===== src/rtl/iflr_pkg.sv =====
// shared types and constants for the ipv4 forward route lookup block
`default_nettype none
package iflr_pkg;
  localparam int unsigned RouteEntriesDefault = 64;
  localparam logic [15:0] SumModulus = 16'hffff;
  localparam logic [3:0]  PosMax = 4'hf;
  localparam logic [5:0]  PrefixMax = 6'd32;

  typedef enum logic [1:0] {
    VERDICT_LOCAL   = 2'd0,
    VERDICT_FORWARD = 2'd1,
    VERDICT_TTL     = 2'd2,
    VERDICT_NOROUTE = 2'd3
  } verdict_t;

  localparam logic CMD_ADD    = 1'b0;
  localparam logic CMD_HEADER = 1'b1;

  // data handed from cell to cell along the route chain
  typedef struct packed {
    logic        valid;
    logic [31:0] dest;
    logic        found;
    logic [5:0]  best_len;
    logic [31:0] best_hop;
  } probe_t;

  function automatic logic [31:0] prefix_mask(input logic [5:0] len);
    logic [31:0] m;
    m = '0;
    if (len != 6'd0) begin
      m = 32'hffffffff << (6'd32 - len);
    end
    return m;
  endfunction

  function automatic logic [15:0] add_mod(input logic [15:0] acc, input logic [15:0] half);
    logic [16:0] s;
    s = {1'b0, acc} + {1'b0, half};
    if (s >= {1'b0, SumModulus}) begin
      s = s - {1'b0, SumModulus};
    end
    return s[15:0];
  endfunction
endpackage
`default_nettype wire


===== src/rtl/iflr_cell.sv =====
// one route table entry that compares a passing destination and keeps the best match
`default_nettype none
module iflr_cell
  import iflr_pkg::*;
(
  input  wire logic        clk,
  input  wire logic        rst_n,
  input  wire logic        wr_en,
  input  wire logic [31:0] wr_dest,
  input  wire logic [5:0]  wr_len,
  input  wire logic [31:0] wr_hop,
  input  wire logic        used,
  input  wire probe_t      probe_in,
  output probe_t           probe_out
);
  logic [31:0] dest_r;
  logic [5:0]  len_r;
  logic [31:0] hop_r;
  probe_t      probe_r, probe_nxt;
  logic        hit;

  always_ff @(posedge clk) begin
    if (wr_en) begin
      dest_r <= wr_dest;
      len_r  <= (wr_len > PrefixMax) ? PrefixMax : wr_len;
      hop_r  <= wr_hop;
    end
  end

  assign hit = used && (((probe_in.dest ^ dest_r) & prefix_mask(len_r)) == 32'd0);

  always_comb begin
    probe_nxt = probe_in;
    if (hit && (!probe_in.found || len_r > probe_in.best_len)) begin
      probe_nxt.found    = 1'b1;
      probe_nxt.best_len = len_r;
      probe_nxt.best_hop = hop_r;
    end
  end

  always_ff @(posedge clk) begin
    if (!rst_n) begin
      probe_r.valid <= 1'b0;
    end else begin
      probe_r.valid <= probe_in.valid;
    end
    probe_r.dest     <= probe_nxt.dest;
    probe_r.found    <= probe_nxt.found;
    probe_r.best_len <= probe_nxt.best_len;
    probe_r.best_hop <= probe_nxt.best_hop;
  end

  assign probe_out = probe_r;
endmodule
`default_nettype wire


===== config.mk =====
export PLATFORM = sky130hd
export DESIGN_NAME = iflr_cell
export DESIGN_NICKNAME = d
export VERILOG_FILES = /design/src/rtl/iflr_pkg.sv /design/src/rtl/iflr_cell.sv
export SDC_FILE = /design/constraint.sdc
export NUM_CORES = 1
export LEC_CHECK = 0
export ABC_AREA = 1
export ABC_CLOCK_PERIOD_IN_PS = 3200
export BUFFER_PORTS_ARGS = -buffer_cell sky130_fd_sc_hd__buf_4
export CELL_PAD_IN_SITES_DETAIL_PLACEMENT = 0
export CELL_PAD_IN_SITES_GLOBAL_PLACEMENT = 1
export CORE_MARGIN = 10
export CORE_UTILIZATION = 37
export CTS_BUF_LIST = sky130_fd_sc_hd__clkbuf_8
export DETAILED_ROUTE_END_ITERATION = 10
export GPL_ROUTABILITY_DRIVEN = 0
export PLACE_DENSITY = 0.92
export SETUP_SLACK_MARGIN = 0.1
export SYNTH_ARGS = -nofsm -noshare
export SYNTH_HDL_FRONTEND = slang
export SYNTH_SLANG_ARGS = --single-unit

===== constraint.sdc =====
create_clock -name clk -period 3.2 [get_ports clk]
set_input_delay 0 -clock clk [delete_from_list [all_inputs] [get_ports clk]]
set_output_delay 0 -clock clk [all_outputs]
set_load 0.1 [all_outputs]

==> reports/qor.yml, run 1 <==
die:
  num_io_pins: 218
  num_rows: 43
  fp.dieW_um: 139
  coreArea_um2: 13900
  dieArea_um2: 19400
  start_util: 0.378
  die_h_um: 139
synth:
  synthesis.nets: 636
  yosysSeqAreaShare: 0.673
  yosysWarnings: 0
  yosys-top-cells-area: "edfxtp_1 (40%), dfxtp_1 (27%), nand2_1 (10%), xor2_1 (5.3%), nand4_1 (4.6%)"
  ys_types: 22
  ys_ff_latch: 142
  syn_area_per_cell_um2: 11.0
  synth_top_area_frac: 0.399
  syn_inst: 480
  netlist_area_um2: 5270
  yosysTopAreaCell: "edfxtp_1"
min_path:
  min_from: "wr_en"
  hp-class: "in -> reg"
  hold_end: "dest_r[11]"
  hold_depth: 1
timing:
  rsz0062_at_grt: "false"
  worst-slew-pin-transition_ns: 0.908
  slew-limit-headroom: 0.395
  setup_violations: 0
  finalHoldViolCount: 0
  max_clock_freq_ghz: 0.349
  fin_tns_setup_ns: 0
  skew_ns: 0.0135
  period_share: 0.896
  slew_viol_final: 0
  fin_ws_ns: 0.334
  holdWs_ns: 0.199
  fin_crit_ns: 2.87
power_and_ir_drop:
  leakage_nw: 4.18
  max-vdd-ir-drop_mv: 0.337
  power.density_nw_per_um2: 552
critical_path:
  worst_r2r_startpoint: "len_r[0]"
  ff2ff_setup_slack_ns: 0.33
  worstPathRequired_ns: 3.54
  start_kind: "register"
  crit_fanout: 39
  r2r_cells: 17
  cp.arrival_ns: 3.20
  critical_path_class: "reg -> reg"
  r2r_end: "probe_out[0]"
  critPathCaptureType: "register"
grt:
  gr-usage-all-layers: 0.182
  overflow: 0
  grt_pass1_vias: 5237
  grt_max_degree: 71
  grt_pass1_wl_mm: 28.0
  antenna_found_initial: 7
cells_and_area:
  drive_gt1_frac: 0.297
  nNetsFinal: 1001
  area_growth_pct: 69.4
clock_network:
  cts_tree: "done"
  clkLatencyLatePin_ns: 0.45
  clockRootBuffer: "clkbuf_8"
  cts_buffers: 17
  cts_sinks: 142
  clk_pin_slew_ns: 0.08
  h-tree-depth: 4
  post_cts_buffers: 0
  cts.path.max_buffers: 2
outcome:
  status: "finished, final reports clean"
placement:
  numPortBuffers: 217
  hpwl_mm: 11.7
  dp_slack_ns: 0.336
detailed_routing:
  ant_nets: 0
  vias: 4830
  drtIter0Drc: 276
  remaining_drc_errors: 0
  viasPerCell: 4.62
  first_pass_iters: 5
  drt_wl_total_mm: 18.1
  drt-wirelength-per-cell_um: 17.3
job:
  maxCapViolations: 0
==> power breakdown <==
part           total [mW]  switching (mW)  internal [mW]  leakage (nW)
sequential           2.13          0.0599           2.07          1.29
clock                1.45           0.668          0.780         0.223
combinational        1.36           0.922          0.434          2.67
==> cell usage in the layout (no fill, tap or decap), drive strengths merged <==
cell type,count
buf,221
nand2,150
dlygate4sd3,144
dfxtp,72
edfxtp,70
nand4,39
inv,37
xor2,32
nand3,20
nor2,20
clkbuf,18
ha,10
diode,7
o21ai,7
a21oi,5
clkinv,5
bufinv,3
nand3b,2
o21bai,2
a32o,1
==> final cells by class <==
type                       count  area (um^2)
clock inverter                14          154
inverter                      31          116
fill                        1016         5010
timing repair buffer         365         3110
multi-input combinational    288         1510
sequential                   142         3540
antenna                        7         17.5
tap                          180          225
clock buffer                  18          248
==> cell families (layout without fill, tap and decap cells) <==
| logic type | count (synthesis) | count (layout) | synth area share |
|---|---|---|---|
| AND/OR/NAND/NOR | 231 | 231 | 0.192 |
| flip-flops | 142 | 142 | 0.673 |
| buffers and inverters | 50 | 428 | 0.0420 |
| XOR/XNOR | 32 | 32 | 0.0532 |
| AO/OA/AOI/OAI | 15 | 15 | 0.0161 |
| adder cells (fa/ha/maj) | 10 | 10 | 0.0238 |
| other | 0 | 7 | 0 |
==> per-stage QoR <==
step	instance area, um^2	utilization	cells	power [mW]
after floorplan	5270	-	480	2.98
after global placement	7050	0.506	862	3.33
after detailed placement	7050	0.506	862	3.35
after CTS	8890	0.638	1038	4.94
after global routing	8920	0.640	1045	5.12
final	8920	0.640	1045	4.93
==> state kept, by name, indices dropped and copies added, names as in the netlist <==
signal / count
dest_r: 32
len_r: 6
hop_r: 32
probe_out: 72
==> worst max-delay path by stage <==
stage	start	to	slack, ns
CTS	len_r[0]	probe_out[15]	0.32
global placement	len_r[1]	probe_out[34]	0.43
floorplan	len_r[0]	probe_out[32]	0.91
global route	len_r[0]	probe_out[0]	0.12
detailed placement	len_r[0]	probe_out[30]	0.34
finish	len_r[0]	probe_out[0]	0.33
==> metal layers <==
layer	routed length, um	part of all wire	GRT usage	up-vias
met4	428	0.024	0.0829	0
met5	0	0	0	-
met3	990	0.055	0.0487	27
met2	10100	0.56	0.343	165
met1	6590	0.36	0.181	2299
li1	-	-	-	2339
==> Yosys cell counts <==
cell type and count:
a21oi_1 5, a32o_1 1, buf_2 3, buf_4 4
buf_6 2, clkbuf_1 10, dfxtp_1 72, edfxtp_1 70
ha_1 10, inv_1 31, nand2_1 147, nand2_2 3
nand3_1 19, nand3_2 1, nand3b_1 2, nand4_1 39
nor2_1 19, nor2_2 1, o21ai_0 6, o21ai_1 1
o21bai_1 2, xor2_1 32
==> worst max-delay path, cell delays in order (launching register included) <==
cell and delay [ns]:
edfxtp_1 0.45, inv_1 0.19, ha_1 0.25, nand2_1 0.11, nand2_1 0.19, nand2_1 0.15, nand3b_1 0.19, nand2_1 0.07
nand2_1 0.05, nor2_1 0.14, nand2_1 0.07, nor2_1 0.10, nand2_1 0.09, nand2_4 0.17, nand3_2 0.09, buf_6 0.22
nand2_1 0.12, nand2_1 0.08
==> timing repair <==
| action | in CTS | in global routing |
|---|---|---|
| gates resized for setup | 0 | 5 |
| endpoints found under the setup margin | 0 | 39 |
| hold buffers | 144 | 0 |
| endpoints found under the hold margin | 142 | 0 |
Power figures use the tool's default switching activity.
==> inputs of run 2 (changes only) <==
PLACE_DENSITY = default   (was 0.92)
PLACE_DENSITY_LB_ADDON = 0.25   (was default)
==> reports/qor.yml, run 2 (same netlist as run 1, synthesis figures left out) <==
timing:
  worst-slew-pin-transition_ns: 0.880
  finalHoldViolCount: 0
  rsz0062_at_grt: "false"
  slew_viol_final: 0
  period_share: 0.874
  setup_violations: 0
  fin_ws_ns: 0.403
  skew_ns: 0.0125
  max_clock_freq_ghz: 0.358
  fin_tns_setup_ns: 0
  fin_crit_ns: 2.80
  slew-limit-headroom: 0.413
detailed_routing:
  viasPerCell: 4.48
  drtIter0Drc: 194
  drt_wl_total_mm: 16.4
  ant_nets: 0
  remaining_drc_errors: 0
  vias: 4659
  first_pass_iters: 4
  drt-wirelength-per-cell_um: 15.7
clock_network:
  h-tree-depth: 4
  clkLatencyLatePin_ns: 0.44
  clk_pin_slew_ns: 0.08
  cts_sinks: 142
  clockRootBuffer: "clkbuf_8"
  cts_tree: "done"
  cts_buffers: 17
  cts.path.max_buffers: 2
power_and_ir_drop:
  power.internal_mw: 3.16
  p_comb_frac: 0.282
  max-vdd-ir-drop_mv: 0.308
  power.density_nw_per_um2: 535
  total_power_mw: 4.75
  p_seq_frac: 0.446
  switching_share: 0.336
  clkPwrFrac: 0.272
  leakage_nw: 4.16
  p_switching_mw: 1.60
critical_path:
  critPathCaptureType: "register"
  crit_family: "simple AND/OR/NAND/NOR gates"
  worstPathRequired_ns: 3.52
  crit_chain: "inv_1 > ha_1 > nand3_1 > nand2_1 > nand2_1 > a21oi_1 > nand2_1 > nor2_1 > nand2_1 > nor2_1 > nand2_1 > nand2_4 > nand3_2 > buf_6 > nand2_1 > nand2_1"
  ff2ff_setup_slack_ns: 0.40
  crit_top_cell: "nand2_1"
  crit_fanout: 39
  critPathBufInv: 2
  cpPeakStageDelay_ns: 0.45
  slowest_stage: "edfxtp_1"
  cp.arrival_ns: 3.12
  start_kind: "register"
  critical_path_class: "reg -> reg"
die:
  fp.dieW_um: 139
  num_io_pins: 218
  dieArea_um2: 19400
  num_rows: 43
  start_util: 0.378
  coreArea_um2: 13900
  die_h_um: 139
placement:
  hpwl_mm: 11.1
  place_area_um2: 7050
  numPortBuffers: 217
  dp_slack_ns: 0.273
outcome:
  status: "finished, final reports clean"
cells_and_area:
  area_growth_pct: 68.6
  final_cell_mix: "buf_4 (220), nand2_1 (146), dlygate4sd3_1 (145), dfxtp_1 (72), edfxtp_1 (70)"
  drive_gt1_frac: 0.298
  nNetsFinal: 1003
  largest_reg_flops: 72
  final_cell_area_um2: 8880
  fillerInstances: 1095
  final_common_cell: "buf_4"
job:
  maxCapViolations: 0
grt:
  grt-busiest-layer: "met2"
  use_met1: 0.178
  grt_pass1_vias: 5199
  gr-usage-all-layers: 0.166
  grt_max_degree: 71
  grtUsageMet2: 0.292
  grtUsageMet3: 0.0565
  grt_pass1_wl_mm: 26.0
  antenna_found_initial: 1
  overflow: 0
min_path:
  hp-class: "in -> reg"
run 2: changes by cell type in the layout (fill, tap and decap cells not counted):
cell,before,now
buf_4,219,220
bufinv_16,3,1
clkbuf_8,18,20
clkinv_2,2,4
clkinv_4,3,0
clkinvlp_4,0,2
diode_2,7,1
dlygate4sd3_1,144,145
inv_1,36,35
inv_6,1,0
run 2: layer usage:
layer  vias up  routed length (um)
met5         -                   0
li1       2335                   -
met4         0                 326
met2       145                8560
met1      2161                6360
met3        18                1100
run 2: path summary, 6_finish.rpt:
kind,cells after the start,end,start
hold reg to reg,2,probe_out[9],hop_r[9]
hold / removal,1,dest_r[1],wr_en
setup reg to reg,16,probe_out[33],len_r[0]
setup / recovery,16,probe_out[33],len_r[0]
run 2: final cells by class:
cell class	count	area (um^2)	area share
Antenna cell	1	2.50	0.000282
Tap cell	180	225	0.0254
Timing Repair Buffer	367	3130	0.352
Clock buffer	20	275	0.0310
Clock inverter	11	80.1	0.00902
Multi-Input combinational cell	288	1510	0.170
Inverter	31	116	0.0131
Sequential cell	142	3540	0.399
run 2: power by group through the flow:
stage | sequential (mW) | clock (mW) | combinational (mW)
detailed placement | 2.16 | 0 | 1.19
global placement | 2.15 | 0 | 1.18
finish | 2.12 | 1.29 | 1.34
global route | 2.13 | 1.41 | 1.42
floorplan | 2.72 | 0 | 0.257
CTS | 2.12 | 1.34 | 1.34
run 2: timing repair:
action / in CTS / in global routing
buffers inserted: 0 / 1
hold buffers: 145 / 0
endpoints found under the setup margin: 0 / 39
hold endpoints to repair: 142 / 0
gates resized for setup: 0 / 5
run 2: worst register-to-register path: stages, from the launching register on:
cell and delay (ns):
edfxtp_1 0.45, inv_1 0.19, ha_1 0.26, nand3_1 0.10
nand2_1 0.29, nand2_1 0.16, a21oi_1 0.22, nand2_1 0.08
nor2_1 0.08, nand2_1 0.05, nor2_1 0.13, nand2_1 0.12
nand2_4 0.11, nand3_2 0.07, buf_6 0.22, nand2_1 0.12
nand2_1 0.05
run 2: per-stage QoR:
stage | cells | hold WS [ns] | util
finish | 1040 | 0.219 | 0.637
global route | 1040 | 0.194 | 0.637
CTS | 1038 | 0.177 | 0.635
detailed placement | 862 | 0.122 | 0.506
global placement | 862 | 0.121 | 0.506
floorplan | 480 | 0.0277 | -
==> inputs of run 3 (changes only) <==
ABC_AREA = 0   (was 1)
CELL_PAD_IN_SITES_DETAIL_PLACEMENT = default   (was 0)
CELL_PAD_IN_SITES_GLOBAL_PLACEMENT = default   (was 1)
CORE_UTILIZATION = 50   (was 37)
==> reports/qor.yml, run 3 <==
outcome:
  status: "finished, final reports clean"
cells_and_area:
  final_cell_area_um2: 9430
  largest_reg_flops: 72
  nNetsFinal: 967
  utilization: 0.874
  final_common_cell: "buf_4"
  final_cell_mix: "buf_4 (227), dlygate4sd3_1 (143), dfxtp_1 (72), edfxtp_1 (70), nand2_1 (50)"
  area_growth_pct: 71.3
  drive_gt1_frac: 0.352
  fillerInstances: 443
synth:
  yosysMostFrequentCell: "dfxtp_1"
  yosysTopAreaCell: "edfxtp_1"
  ys_async_sr_fraction: 0
  yosys-top-cells-area: "edfxtp_1 (38%), dfxtp_1 (26%), o32ai_1 (4.8%), nand2_1 (3.4%), xnor2_1 (3.3%)"
  ys_types: 52
  yosysSeqAreaShare: 0.644
  netlist_area_um2: 5500
  synth_top_area_frac: 0.382
  yosysWarnings: 0
  yosys-top-cells-count: "dfxtp_1 (72), edfxtp_1 (70), nand2_1 (50)"
  syn_inst: 436
  synthesis.nets: 592
  synth_edf_count: 70
  ys_ff_latch: 142
  synthFlopType: "dfxtp_1"
  syn_area_per_cell_um2: 12.6
timing:
  period_share: 0.940
  slew_viol_final: 0
  slew-limit-headroom: 0.390
  skew_ns: 0.0174
  worst-slew-pin-transition_ns: 0.915
  finalHoldViolCount: 0
  rsz0062_at_grt: "false"
  fin_tns_setup_ns: 0
  fin_crit_ns: 3.01
  setup_violations: 0
  max_clock_freq_ghz: 0.332
grt:
  grt_pass1_vias: 5614
  grt_pass1_wl_mm: 31.2
  overflow: 0
  gr-usage-all-layers: 0.252
  grt_max_degree: 71
  antenna_found_initial: 6
clock_network:
  cts_buffers: 17
  cts.path.max_buffers: 2
  h-tree-depth: 4
  clockRootBuffer: "clkbuf_8"
  clk_pin_slew_ns: 0.08
  cts_tree: "done"
  cts_sinks: 142
  clkLatencyLatePin_ns: 0.46
min_path:
  hp-class: "in -> reg"
  min_from: "used"
  hold_depth: 4
detailed_routing:
  ant_nets: 0
  viasPerCell: 5.49
  remaining_drc_errors: 0
  vias: 5325
  drt_wl_total_mm: 21.0
  first_pass_iters: 5
  drt-wirelength-per-cell_um: 21.6
  drtIter0Drc: 583
die:
  num_rows: 38
  num_io_pins: 218
  coreArea_um2: 10800
  die_h_um: 125
  start_util: 0.510
  fp.dieW_um: 125
  dieArea_um2: 15600
power_and_ir_drop:
  power.density_nw_per_um2: 556
  leakage_nw: 4.14
  max-vdd-ir-drop_mv: 0.494
critical_path:
  r2r_cells: 11
  critPathCaptureType: "register"
  crit_fanout: 10
  critical_path_class: "reg -> reg"
  start_kind: "register"
  cp.arrival_ns: 3.32
  worstPathRequired_ns: 3.51
  worst_r2r_startpoint: "len_r[1]"
  cp-startpoint: "len_r[1]"
placement:
  numPortBuffers: 217
  hpwl_mm: 11.4
  place_area_um2: 7340
job:
  maxCapViolations: 0
run 3: changes by cell type after synthesis, sizes merged, moves of 4 or more:
| cell | change |
|---|---|
| nand2 | -100 |
| o32ai | +40 |
| nand4 | -36 |
| xnor2 | +21 |
| nand3 | -20 |
| xor2 | -18 |
| inv | +13 |
| nor2 | -9 |
| nor2b | +8 |
| o21ai | +5 |
| buf | +4 |
| o22ai | +4 |
run 3: routing by layer:
layer,vias up,part of all wire,track usage
li1,2342,-,-
met1,2517,0.37,0.279
met2,402,0.51,0.427
met3,64,0.096,0.0906
met4,0,0.029,0.113
met5,-,0,0
run 3: stage by stage:
stage                     std cells  power (mW)  hold WS, ns  setup WS [ns]
final                           970        5.24        0.138          0.191
after global routing            970        5.40        0.113         0.0676
after CTS                       958        5.17       0.0708          0.203
after detailed placement        783        3.43        0.122        -0.0166
after global placement          783        3.40        0.120          0.169
after floorplan                 436        3.02       0.0277          0.336
run 3: area by class of cell:
class | instances | area (um^2) | share of cell area
timing repair buffer | 378 | 3270 | 0.347
clock inverter | 14 | 201 | 0.0214
clock buffer | 18 | 248 | 0.0263
tap | 140 | 175 | 0.0186
sequential | 142 | 3540 | 0.376
antenna | 6 | 15.0 | 0.00159
multi-input combinational | 227 | 1800 | 0.191
inverter | 45 | 169 | 0.0179
run 3: kinds of logic (layout without fill, tap and decap cells):
logic type	count (synthesis)	count (layout)	synth area share
flip-flops	142	142	0.644
AND/OR/NAND/NOR	92	92	0.0825
AO/OA/AOI/OAI	90	90	0.141
buffers and inverters	67	455	0.0539
XOR/XNOR	35	35	0.0557
adder cells (fa/ha/maj)	10	10	0.0227
other	0	6	0
run 3: worst max-delay path, stage by stage (launching register included):
cell and delay (ns):
edfxtp_1 0.35, inv_1 0.09, buf_4 0.18, ha_4 0.30, and4b_1 0.26, o32ai_1 0.11
a221oi_1 0.32, nand4_1 0.22, o41ai_2 0.33, and4b_4 0.41, buf_12 0.17, o32ai_1 0.11
run 3: what timing repair did:
| action | 4_1_cts | 5_1_grt |
|---|---|---|
| hold buffers | 143 | 0 |
| gates cloned | 0 | 5 |
| setup buffers | 0 | 1 |
| hold endpoints to repair | 142 | 0 |
| pin swaps | 0 | 6 |
| setup endpoints to repair | 38 | 38 |
| gates resized for setup | 1 | 14 |
run 3: final timing paths:
check             slack (ns)            end
setup / recovery        0.19  probe_out[13]
hold / removal          0.14  probe_out[38]
setup reg to reg        0.19  probe_out[13]
hold reg to reg         0.54  probe_out[10]
run 3: where the power goes:
group          switching (mW)  internal [mW]  total, mW
logic                   0.984          0.493       1.48
registers              0.0671           2.07       2.13
clock network           0.690          0.940       1.63
